[config.mk]
export PLATFORM = sky130hd
export DESIGN_NAME = realm_list_packet_validator_top_flat
export DESIGN_NICKNAME = d
export VERILOG_FILES = /design/src/sv/rlpv_pkg.sv /design/src/sv/rlpv_intf.sv /design/src/sv/realm_list_packet_validator_top.sv /design/src/sv/rlpv_parser.sv /design/src/flat_wrapper.sv
export SDC_FILE = /design/constraint.sdc
export NUM_CORES = 1
export LEC_CHECK = 0
export ABC_AREA = 1
export BUFFER_PORTS_ARGS = -buffer_cell sky130_fd_sc_hd__buf_2
export CAP_MARGIN = 10
export CORE_MARGIN = 1
export CORE_UTILIZATION = 39
export CTS_BUF_LIST = sky130_fd_sc_hd__clkbuf_8
export CTS_CLUSTER_SIZE = 25
export DETAILED_ROUTE_END_ITERATION = 10
export HOLD_SLACK_MARGIN = 0.05
export SYNTH_ARGS = -nofsm -noshare
export SYNTH_HDL_FRONTEND = slang
export SYNTH_HIERARCHICAL = 1
export SYNTH_SLANG_ARGS = --single-unit
[constraint.sdc]
create_clock -name clk -period 8.4 [get_ports clk]
set_input_delay 1.68 -clock clk [delete_from_list [all_inputs] [get_ports clk]]
set_output_delay 1.68 -clock clk [all_outputs]
set_load 0.01 [all_outputs]
[src/sv/rlpv_pkg.sv]
`timescale 1ns / 1ps

package rlpv_pkg;

	localparam int unsigned DATA_W   = 8;
	localparam int unsigned LEN_W    = 16;
	localparam int unsigned COUNT_W  = 16;
	localparam int unsigned FRAME_W  = 17;
	localparam int unsigned STATUS_W = 2;

	localparam logic [STATUS_W-1:0] ST_ACCEPTED  = 2'd0;
	localparam logic [STATUS_W-1:0] ST_CORRUPT   = 2'd1;
	localparam logic [STATUS_W-1:0] ST_NEED_MORE = 2'd2;

	localparam logic [LEN_W-1:0]  DEFAULT_MAX_STRING = 16'h0100;
	localparam logic [DATA_W-1:0] VERSION_FLAG       = 8'h04;

	// Smallest complete frame: size prefix, header, count and trailer.
	localparam logic [FRAME_W-1:0] MIN_FRAME_BYTES = 17'd10;

	typedef struct packed {
		logic                valid;
		logic [STATUS_W-1:0] status;
		logic [COUNT_W-1:0]  realm_total;
		logic [FRAME_W-1:0]  frame_bytes;
	} result_t;

endpackage

[src/sv/rlpv_intf.sv]
`timescale 1ns / 1ps

interface rlpv_in_if;
	logic                        valid;
	logic                        ready;
	logic [rlpv_pkg::DATA_W-1:0] data_byte;
	logic                        last_byte;

	modport source (output valid, output data_byte, output last_byte, input ready);
	modport sink (input valid, input data_byte, input last_byte, output ready);
endinterface

interface rlpv_out_if;
	logic                          valid;
	logic                          ready;
	logic [rlpv_pkg::STATUS_W-1:0] status;
	logic [rlpv_pkg::COUNT_W-1:0]  realm_total;
	logic [rlpv_pkg::FRAME_W-1:0]  frame_bytes;

	modport source (output valid, output status, output realm_total, output frame_bytes,
		input ready);
	modport sink (input valid, input status, input realm_total, input frame_bytes,
		output ready);
endinterface

interface rlpv_cfg_if;
	logic                       valid;
	logic                       ready;
	logic [rlpv_pkg::LEN_W-1:0] data;

	modport source (output valid, output data, input ready);
	modport sink (input valid, input data, output ready);
endinterface

[src/sv/realm_list_packet_validator_top.sv]
`timescale 1ns / 1ps

// A completing byte is held in the input register, its result in the output register.
// One byte per clock unless a result waits; the state register updates once per byte.
// A result that waits at the output stalls the parser, but one more byte is still taken.
// Reset (arst_n low, asynchronous) empties both stages, restarts at the size prefix
// and sets max_string_length to 256.

module realm_list_packet_validator_top (
	input  logic            clk,
	input  logic            arst_n,
	rlpv_in_if.sink         in_ch,
	rlpv_out_if.source      out_ch,
	rlpv_cfg_if.sink        cfg_ch
);

	logic                           valid_s1;
	logic [rlpv_pkg::DATA_W-1:0]    byte_s1;
	logic                           last_s1;
	logic                           step;
	logic [rlpv_pkg::LEN_W-1:0]     max_len_q;
	rlpv_pkg::result_t              res;
	logic                           out_valid_q;
	logic [rlpv_pkg::STATUS_W-1:0]  status_q;
	logic [rlpv_pkg::COUNT_W-1:0]   count_q;
	logic [rlpv_pkg::FRAME_W-1:0]   frame_q;

	assign step = valid_s1 && (!out_valid_q || out_ch.ready);
	assign in_ch.ready = !valid_s1 || step;
	assign cfg_ch.ready = 1'b1;

	always_ff @(posedge clk or negedge arst_n) begin
		if (!arst_n) begin
			max_len_q <= rlpv_pkg::DEFAULT_MAX_STRING;
		end else if (cfg_ch.valid) begin
			max_len_q <= cfg_ch.data;
		end
	end

	always_ff @(posedge clk or negedge arst_n) begin
		if (!arst_n) begin
			valid_s1 <= 1'b0;
		end else if (in_ch.ready) begin
			valid_s1 <= in_ch.valid;
		end
	end

	always_ff @(posedge clk) begin
		if (in_ch.ready && in_ch.valid) begin
			byte_s1 <= in_ch.data_byte;
			last_s1 <= in_ch.last_byte;
		end
	end

	rlpv_parser u_parser (
		.clk               (clk),
		.arst_n            (arst_n),
		.step              (step),
		.data_byte         (byte_s1),
		.last_byte         (last_s1),
		.max_string_length (max_len_q),
		.result            (res)
	);

	always_ff @(posedge clk or negedge arst_n) begin
		if (!arst_n) begin
			out_valid_q <= 1'b0;
		end else if (step) begin
			out_valid_q <= res.valid;
		end else if (out_ch.ready) begin
			out_valid_q <= 1'b0;
		end
	end

	always_ff @(posedge clk) begin
		if (step && res.valid) begin
			status_q <= res.status;
			count_q <= res.realm_total;
			frame_q <= res.frame_bytes;
		end
	end

	assign out_ch.valid = out_valid_q;
	assign out_ch.status = status_q;
	assign out_ch.realm_total = count_q;
	assign out_ch.frame_bytes = frame_q;

	a_result_lands: assert property (@(posedge clk) disable iff (!arst_n)
		step && res.valid |=> out_ch.valid)
		else $error("parser result was not registered at the output");

	a_status_code: assert property (@(posedge clk) disable iff (!arst_n)
		out_ch.valid |-> (out_ch.status == rlpv_pkg::ST_ACCEPTED
			|| out_ch.status == rlpv_pkg::ST_CORRUPT
			|| out_ch.status == rlpv_pkg::ST_NEED_MORE))
		else $error("result carries an undefined status code");

	a_accept_size: assert property (@(posedge clk) disable iff (!arst_n)
		out_ch.valid && out_ch.status == rlpv_pkg::ST_ACCEPTED
			|-> out_ch.frame_bytes >= rlpv_pkg::MIN_FRAME_BYTES)
		else $error("accepted frame is shorter than the minimum structure");

	a_no_step_while_blocked: assert property (@(posedge clk) disable iff (!arst_n)
		out_valid_q && !out_ch.ready |-> !step)
		else $error("parser advanced while the output slot was occupied");

endmodule

[src/sv/rlpv_parser.sv]
`timescale 1ns / 1ps

module rlpv_parser (
	input  logic                           clk,
	input  logic                           arst_n,
	input  logic                           step,
	input  logic [rlpv_pkg::DATA_W-1:0]    data_byte,
	input  logic                           last_byte,
	input  logic [rlpv_pkg::LEN_W-1:0]     max_string_length,
	output rlpv_pkg::result_t              result
);

	localparam logic [4:0] PH_SIZE_LO  = 5'd0;
	localparam logic [4:0] PH_SIZE_HI  = 5'd1;
	localparam logic [4:0] PH_HEADER   = 5'd2;
	localparam logic [4:0] PH_COUNT_LO = 5'd3;
	localparam logic [4:0] PH_COUNT_HI = 5'd4;
	localparam logic [4:0] PH_R_F0     = 5'd5;
	localparam logic [4:0] PH_R_F1     = 5'd6;
	localparam logic [4:0] PH_R_FLAGS  = 5'd7;
	localparam logic [4:0] PH_NAME     = 5'd8;
	localparam logic [4:0] PH_ADDR     = 5'd9;
	localparam logic [4:0] PH_POP      = 5'd10;
	localparam logic [4:0] PH_R_A      = 5'd11;
	localparam logic [4:0] PH_R_B      = 5'd12;
	localparam logic [4:0] PH_R_C      = 5'd13;
	localparam logic [4:0] PH_VERSION  = 5'd14;
	localparam logic [4:0] PH_TRAIL    = 5'd15;
	localparam logic [4:0] PH_DONE     = 5'd16;
	localparam logic [4:0] PH_SKIP     = 5'd17;

	typedef struct packed {
		logic [4:0]                    phase;
		logic [rlpv_pkg::LEN_W-1:0]    bytes_left;
		logic [rlpv_pkg::LEN_W-1:0]    declared_size;
		logic [rlpv_pkg::COUNT_W-1:0]  realms_left;
		logic [rlpv_pkg::COUNT_W-1:0]  announced;
		logic [rlpv_pkg::LEN_W-1:0]    string_length;
		logic [2:0]                    field_idx;
		logic                          version_present;
		logic                          structure_error;
	} parse_state_t;

	localparam parse_state_t CLEAR_STATE = '{
		phase: PH_SIZE_LO, bytes_left: '0, declared_size: '0, realms_left: '0,
		announced: '0, string_length: '0, field_idx: '0, version_present: 1'b0,
		structure_error: 1'b0};

	parse_state_t st_q;
	parse_state_t st_d;
	parse_state_t nx;
	logic [2:0]   idx_inc;
	logic         done_ok;

	assign idx_inc = st_q.field_idx + 3'd1;

	// Body byte handling: advances the field machine for one byte.
	always_comb begin
		nx = st_q;
		nx.bytes_left = st_q.bytes_left - 16'd1;
		unique case (st_q.phase) inside
			PH_HEADER: begin
				nx.field_idx = idx_inc;
				if (idx_inc == 3'd4) begin
					nx.field_idx = 3'd0;
					nx.phase = PH_COUNT_LO;
				end
			end
			PH_COUNT_LO: begin
				nx.announced = {8'd0, data_byte};
				nx.phase = PH_COUNT_HI;
			end
			PH_COUNT_HI: begin
				nx.announced = {data_byte, st_q.announced[7:0]};
				nx.realms_left = {data_byte, st_q.announced[7:0]};
				nx.field_idx = 3'd0;
				nx.phase = ({data_byte, st_q.announced[7:0]} != 16'd0) ? PH_R_F0 : PH_TRAIL;
			end
			PH_R_F0: nx.phase = PH_R_F1;
			PH_R_F1: nx.phase = PH_R_FLAGS;
			PH_R_FLAGS: begin
				nx.version_present = (data_byte & rlpv_pkg::VERSION_FLAG) != 8'd0;
				nx.string_length = '0;
				nx.phase = PH_NAME;
			end
			PH_NAME, PH_ADDR: begin
				if (data_byte == 8'd0) begin
					if (st_q.string_length > max_string_length) begin
						nx.structure_error = 1'b1;
						nx.phase = PH_SKIP;
					end else begin
						nx.string_length = '0;
						nx.phase = (st_q.phase == PH_NAME) ? PH_ADDR : PH_POP;
					end
				end else if (st_q.string_length != 16'hFFFF) begin
					nx.string_length = st_q.string_length + 16'd1;
				end
				if (st_q.phase == PH_ADDR) begin
					nx.field_idx = 3'd0;
				end
			end
			PH_POP: begin
				nx.field_idx = idx_inc;
				if (idx_inc == 3'd4) begin
					nx.field_idx = 3'd0;
					nx.phase = PH_R_A;
				end
			end
			PH_R_A: nx.phase = PH_R_B;
			PH_R_B: nx.phase = PH_R_C;
			PH_R_C, PH_VERSION: begin
				if (st_q.phase == PH_R_C && st_q.version_present) begin
					nx.field_idx = 3'd0;
					nx.phase = PH_VERSION;
				end else if (st_q.phase == PH_R_C || idx_inc == 3'd5) begin
					// End of one realm entry.
					nx.realms_left = st_q.realms_left - 16'd1;
					nx.field_idx = 3'd0;
					nx.phase = (st_q.realms_left != 16'd1) ? PH_R_F0 : PH_TRAIL;
				end else begin
					nx.field_idx = idx_inc;
				end
			end
			PH_TRAIL: begin
				nx.field_idx = idx_inc;
				if (idx_inc == 3'd2) begin
					nx.field_idx = 3'd0;
					nx.phase = PH_DONE;
				end
			end
			PH_DONE: begin
				nx.structure_error = 1'b1;
				nx.phase = PH_SKIP;
			end
			default: ;
		endcase
	end

	assign done_ok = !nx.structure_error && nx.phase == PH_DONE;

	always_comb begin
		st_d = st_q;
		result.valid = 1'b0;
		result.status = rlpv_pkg::ST_NEED_MORE;
		result.realm_total = '0;
		result.frame_bytes = '0;
		if (step) begin
			if (st_q.phase == PH_SIZE_LO) begin
				st_d = CLEAR_STATE;
				st_d.declared_size = {8'd0, data_byte};
				st_d.phase = PH_SIZE_HI;
				if (last_byte) begin
					st_d = CLEAR_STATE;
					result.valid = 1'b1;
					result.frame_bytes = 17'd1;
				end
			end else if (st_q.phase == PH_SIZE_HI) begin
				st_d.declared_size = {data_byte, st_q.declared_size[7:0]};
				st_d.bytes_left = {data_byte, st_q.declared_size[7:0]};
				st_d.field_idx = 3'd0;
				st_d.phase = PH_HEADER;
				if (data_byte == 8'd0 && st_q.declared_size[7:0] == 8'd0) begin
					// Empty body can never be a complete frame.
					st_d = CLEAR_STATE;
					result.valid = 1'b1;
					result.status = rlpv_pkg::ST_CORRUPT;
					result.frame_bytes = 17'd2;
				end else if (last_byte) begin
					st_d = CLEAR_STATE;
					result.valid = 1'b1;
					result.frame_bytes = 17'd2;
				end
			end else begin
				st_d = nx;
				if (nx.bytes_left == 16'd0) begin
					st_d = CLEAR_STATE;
					result.valid = 1'b1;
					result.status = done_ok ? rlpv_pkg::ST_ACCEPTED : rlpv_pkg::ST_CORRUPT;
					result.realm_total = done_ok ? nx.announced : 16'd0;
					result.frame_bytes = {1'b0, st_q.declared_size} + 17'd2;
				end else if (last_byte) begin
					st_d = CLEAR_STATE;
					result.valid = 1'b1;
					result.frame_bytes = {1'b0, st_q.declared_size} + 17'd2
						- {1'b0, nx.bytes_left};
				end
			end
		end
	end

	always_ff @(posedge clk or negedge arst_n) begin
		if (!arst_n) begin
			st_q <= CLEAR_STATE;
		end else begin
			st_q <= st_d;
		end
	end

endmodule

[src/flat_wrapper.sv]
// flat-port wrapper written by rule: the top's interface ports become plain ports
module realm_list_packet_validator_top_flat 
  (clk, arst_n, in_ch_valid, in_ch_data_byte, in_ch_last_byte, in_ch_ready, out_ch_valid, out_ch_status, out_ch_realm_total, out_ch_frame_bytes, out_ch_ready, cfg_ch_valid, cfg_ch_data, cfg_ch_ready);
  rlpv_in_if in_ch_i ();
  rlpv_out_if out_ch_i ();
  rlpv_cfg_if cfg_ch_i ();
  input  logic clk;
  input  logic arst_n;
  input wire logic [$bits(in_ch_i.valid)-1:0] in_ch_valid;
  input wire logic [$bits(in_ch_i.data_byte)-1:0] in_ch_data_byte;
  input wire logic [$bits(in_ch_i.last_byte)-1:0] in_ch_last_byte;
  output wire logic [$bits(in_ch_i.ready)-1:0] in_ch_ready;
  output wire logic [$bits(out_ch_i.valid)-1:0] out_ch_valid;
  output wire logic [$bits(out_ch_i.status)-1:0] out_ch_status;
  output wire logic [$bits(out_ch_i.realm_total)-1:0] out_ch_realm_total;
  output wire logic [$bits(out_ch_i.frame_bytes)-1:0] out_ch_frame_bytes;
  input wire logic [$bits(out_ch_i.ready)-1:0] out_ch_ready;
  input wire logic [$bits(cfg_ch_i.valid)-1:0] cfg_ch_valid;
  input wire logic [$bits(cfg_ch_i.data)-1:0] cfg_ch_data;
  output wire logic [$bits(cfg_ch_i.ready)-1:0] cfg_ch_ready;
  assign in_ch_i.valid = in_ch_valid;
  assign in_ch_i.data_byte = in_ch_data_byte;
  assign in_ch_i.last_byte = in_ch_last_byte;
  assign in_ch_ready = in_ch_i.ready;
  assign out_ch_valid = out_ch_i.valid;
  assign out_ch_status = out_ch_i.status;
  assign out_ch_realm_total = out_ch_i.realm_total;
  assign out_ch_frame_bytes = out_ch_i.frame_bytes;
  assign out_ch_i.ready = out_ch_ready;
  assign cfg_ch_i.valid = cfg_ch_valid;
  assign cfg_ch_i.data = cfg_ch_data;
  assign cfg_ch_ready = cfg_ch_i.ready;
  realm_list_packet_validator_top u_core (.clk(clk), .arst_n(arst_n), .in_ch(in_ch_i), .out_ch(out_ch_i), .cfg_ch(cfg_ch_i));
endmodule
==> metrics.md <==
| Metric | Value |
|---|---|
| Site Rows | `59` |
| Final Wtd Congestion | `slightly above 0.9` |
| Syn_nets | `around 1500` |
| Failing checks | `design-rule violations` |
| Top cell type's share of synthesized area | `around a quarter` |
| First-pass GRT wire length | `roughly 48000 um` |
| Slowest CP cell | `nor2_4` |
| Clock skew | `15.21 ps` |
| DP Wirelength | `21550 um` |
| Fin cells | `1839` |
| Hold Vio Cnt, Final | `0` |
| First-pass DRT Iterations | `8` |
| Slowest stage delay, CP | `840 ps` |
| Worst r2r dst | `u_core/out_ch.frame_bytes[1]$_DFFE_PP_` |
| Synth Warn # | `6` |
| Reg clk slew, reported paths | `100 ps` |
| H-tree Lvls | `4` |
| Max_cap viols | `0` |
| Post-synthesis sequential area ratio | `38.24%` |
| Finished Cell Area | `0.01146 mm^2` |
| Vias | `around 9600` |
| Arr. time, crit path | `around 4400 ps` |
| CTS max path bufs | `2` |
| DR vias/cell | `5.215` |
| Synth Register Bits | `152` |
| All-Layer GR Usage | `between 20% and 30%` |
| Aggregate global routing overflow | `0` |
| Unrepaired setup endpoints after global routing | `false` |
| Post-CTS Resized | `0` |
| Yosys top cell by area | `dfrtp_1` |
| HP Class | `register to register` |
| Pins Over Slew Limit | `0` |
| Setup crit start kind | `register` |
| Post-DR wirelength/cell | `16.03 um` |
| Critical path endpoint category | `register` |
| Core area | `around 0.026 mm^2` |
| Root buf cell | `clkbuf_8` |
| Largest cells by area after synthesis | `dfrtp_1 (25%), nand2_1 (13%), edfxtp_1 (13%), inv_1 (7.2%), nand3_1 (6.0%)` |
| Final setup violation count | `0` |
| CTS Sinks | `152` |
| Worst-Margin Slew | `1093 ps` |
| Critical path type | `register to register` |
| Synthesized netlist cell count | `between 1000 and 1500` |
| Post-synth cell types | `51` |
| Initial antenna violation count | `1` |
| Primary FF master, synth | `dfrtp_1` |
| Die width | `roughly 170 um` |
| FF-to-FF Start | `u_core/u_parser/st_q[69]$_DFFE_PN0P_` |
| Final WL | `29490 um` |
| Post-route minimum period | `4359 ps` |
| Post-CTS setup buffers | `0` |
| Cts bufs inserted | `17` |
| Net count, final | `1564` |
| Detail Route Antenna Nets | `0` |
| Setup crit end | `u_core/out_ch.frame_bytes[1]$_DFFE_PP_` |
| Gate power share | `56.9%` |
| Clock insertion delay at the later pin of the skew report | `around 460 ps` |
| Setup crit start | `u_core/u_parser/st_q[69]$_DFFE_PN0P_` |
| Status | `finished, violations left` |
| Number of synthesized flops with an enable pin | `44` |
| Buffers on Ports | `66` |
| Pleak | `5.723 nW` |
| Post-Syn Area per Cell | `7.289 um^2` |
| IO Count | `68` |
| Die span in y | `166.3 um` |
| Pwr per Cell Area | `338.5 mW/mm^2` |
| Cts hold-fix bufs | `0` |
| Placed cells | `1806` |
| Share of cells above drive strength 1 | `between 10% and 20%` |
| Sequential share of power | `28.2%` |
| Int Pwr | `1.858 mW` |
| Post-Syn Area | `0.01053 mm^2` |
| Die Area | `0.02765 mm^2` |
| Clock power share | `14.9%` |
| Switching Share | `52.13%` |
| Reg2reg path depth | `16` |
| R2R Setup Slk | `4040 ps` |
| Max Fanout on Critical Path | `40` |
| Ys async rst share | `71.05%` |
| F_max | `229.4 MHz` |
| Period utilization | `51.90%` |
| Largest net degree at the start of global routing | `79` |
| Slew margin rel. | `a little over a quarter` |
| TNS Setup | `0 ps` |
| DRC Markers | `4` |
| Synth-to-layout area growth | `8.916%` |
| Psw | `2.023 mW` |
| Required time of the critical path | `8480 ps` |
| Vias in the first global route | `9141` |
| Area after DPL | `0.01107 mm^2` |
| Starting Density | `40.05%` |
| First DRT Iteration DRCs | `about 850` |
| CP Cell Sequence | `inv_2 -> ha_1 -> nand2_2 -> inv_1 -> nand3_1 -> nand2_1 -> nand2_1 -> nor2_4 -> nand3_4 -> nand2_4 -> inv_4 -> nand2_8 -> nand3_4 -> nor2_1 -> inv_1 -> nor2_4` |
| CTS tree | `yes` |
| Peak supply drop | `0.1403 mV` |
==> how the worst min path moves through the flow <==
stage,startpoint,to,slack [ps],depth (start not counted)
after detailed placement,u_core/max_len_q[8]$_DFFE_PN1P_,u_core/max_len_q[8]$_DFFE_PN1P_,460,2
after CTS,u_core/max_len_q[8]$_DFFE_PN1P_,u_core/max_len_q[8]$_DFFE_PN1P_,480,2
final,u_core/max_len_q[8]$_DFFE_PN1P_,u_core/max_len_q[8]$_DFFE_PN1P_,480,2
after global routing,u_core/max_len_q[8]$_DFFE_PN1P_,u_core/max_len_q[8]$_DFFE_PN1P_,500,2
after global placement,u_core/max_len_q[8]$_DFFE_PN1P_,u_core/max_len_q[8]$_DFFE_PN1P_,460,2
after floorplan,u_core/max_len_q[8]$_DFFE_PN1P_,u_core/max_len_q[8]$_DFFE_PN1P_,450,2
==> sequential cells by signal, indices dropped and copies added, names as in the netlist <==
register                   flops
u_core/byte_s1                 8
u_core/last_s1                 1
u_core/max_len_q              16
u_core/out_ch.frame_bytes     17
u_core/out_ch.realm_total     16
u_core/out_ch.status           2
u_core/out_ch.valid            1
u_core/u_parser/nx            16
u_core/u_parser/st_q          74
u_core/valid_s1                1
==> synthesized netlist by cell type (3+ instances only) <==
cell type	n
a21o_1	3
a21oi_1	62
a31oi_1	3
buf_1	3
buf_2	10
buf_4	6
buf_6	7
clkbuf_1	18
dfrtp_1	107
edfxtp_1	44
ha_1	43
inv_1	201
inv_2	8
nand2_1	356
nand2_2	18
nand2_4	3
nand3_1	127
nand3_2	3
nand4_1	27
nor2_1	116
nor2_2	6
nor2_4	9
nor3_1	39
nor3b_1	6
nor4_1	10
o211ai_1	6
o21ai_0	120
o21ai_1	3
o21ai_2	12
o22ai_1	10
o31ai_1	3
xnor2_1	10
xor2_1	19
==> critical path, delay by kind of cell, from the launching register on <==
kind | cells | cell delay [ps]
simple gates | 11 | 2720
buf+inv | 4 | 420
flops | 1 | 400
fa+ha+maj | 1 | 380
==> cells in the final DEF (no fill, tap or decap), types with 8 or more instances in the layout <==
cell type / count
nand2_1: 356
nor2_1: 115
nand4_1: 27
nand2_2: 18
nor3_1: 39
ha_1: 43
xor2_1: 19
o21ai_2: 12
dfrtp_1: 107
nand3_1: 127
a21oi_1: 62
xnor2_1: 10
nor2_4: 10
clkbuf_8: 17
o21ai_0: 120
buf_2: 65
inv_2: 8
inv_1: 201
o22ai_1: 10
edfxtp_1: 44
nor4_1: 10
==> cell type report <==
cell class / instances / area [um^2]
clock buffers: 17 / 234.0
multi-input cells: 1035 / 5450
repair buffers: 71 / 370.4
well taps: 335 / 419.2
inverters: 213 / 804.5
fillers: 2700 / 14820
clock inverters: 15 / 157.7
diodes: 1 / 2.502
flip-flops and latches: 152 / 4025
==> per-layer routing <==
metal	GRT usage (%)	share of wire [%]	wire length, um	vias to the layer above
met5	0	0	0	-
met1	27.99	44	13010	4509
met2	38.16	50	14680	238
met4	5.958	1.6	472	0
met3	3.408	4.5	1321	28
li1	-	-	-	4816
==> per-stage QoR <==
step                utilization [%]  hold slack [ps]  setup WS [ps]  power [mW]
floorplan                         -            447.2           4014       2.752
global placement              42.12            459.8           3747       3.285
detailed placement            42.12            464.9           3605       3.293
CTS                           43.61            480.5           4043       3.886
global route                  43.61            504.6           3685       4.227
finish                        43.62            480.4           4041       3.881
==> power groups by stage <==
| stage | logic, mW | registers, mW | clock network (mW) |
|---|---|---|---|
| 3_5_place_dp | 2.19 | 1.11 | 0 |
| 5_1_grt | 2.49 | 1.11 | 0.624 |
| 4_1_cts | 2.20 | 1.09 | 0.594 |
| 3_3_place_gp | 2.18 | 1.11 | 0 |
| 6_report | 2.21 | 1.10 | 0.577 |
| 2_1_floorplan | 1.69 | 1.07 | 0 |
==> logic make-up after synthesis <==
group,after synthesis,synth area share (%)
compound gates,226,11.75
other cells,1,0.03563
fa+ha+maj,44,5.302
simple gates,735,32.22
xor+xnor,29,2.413
buf+inv,257,10.05
flops,152,38.24
No activity file was read; power rests on OpenSTA's default activity.
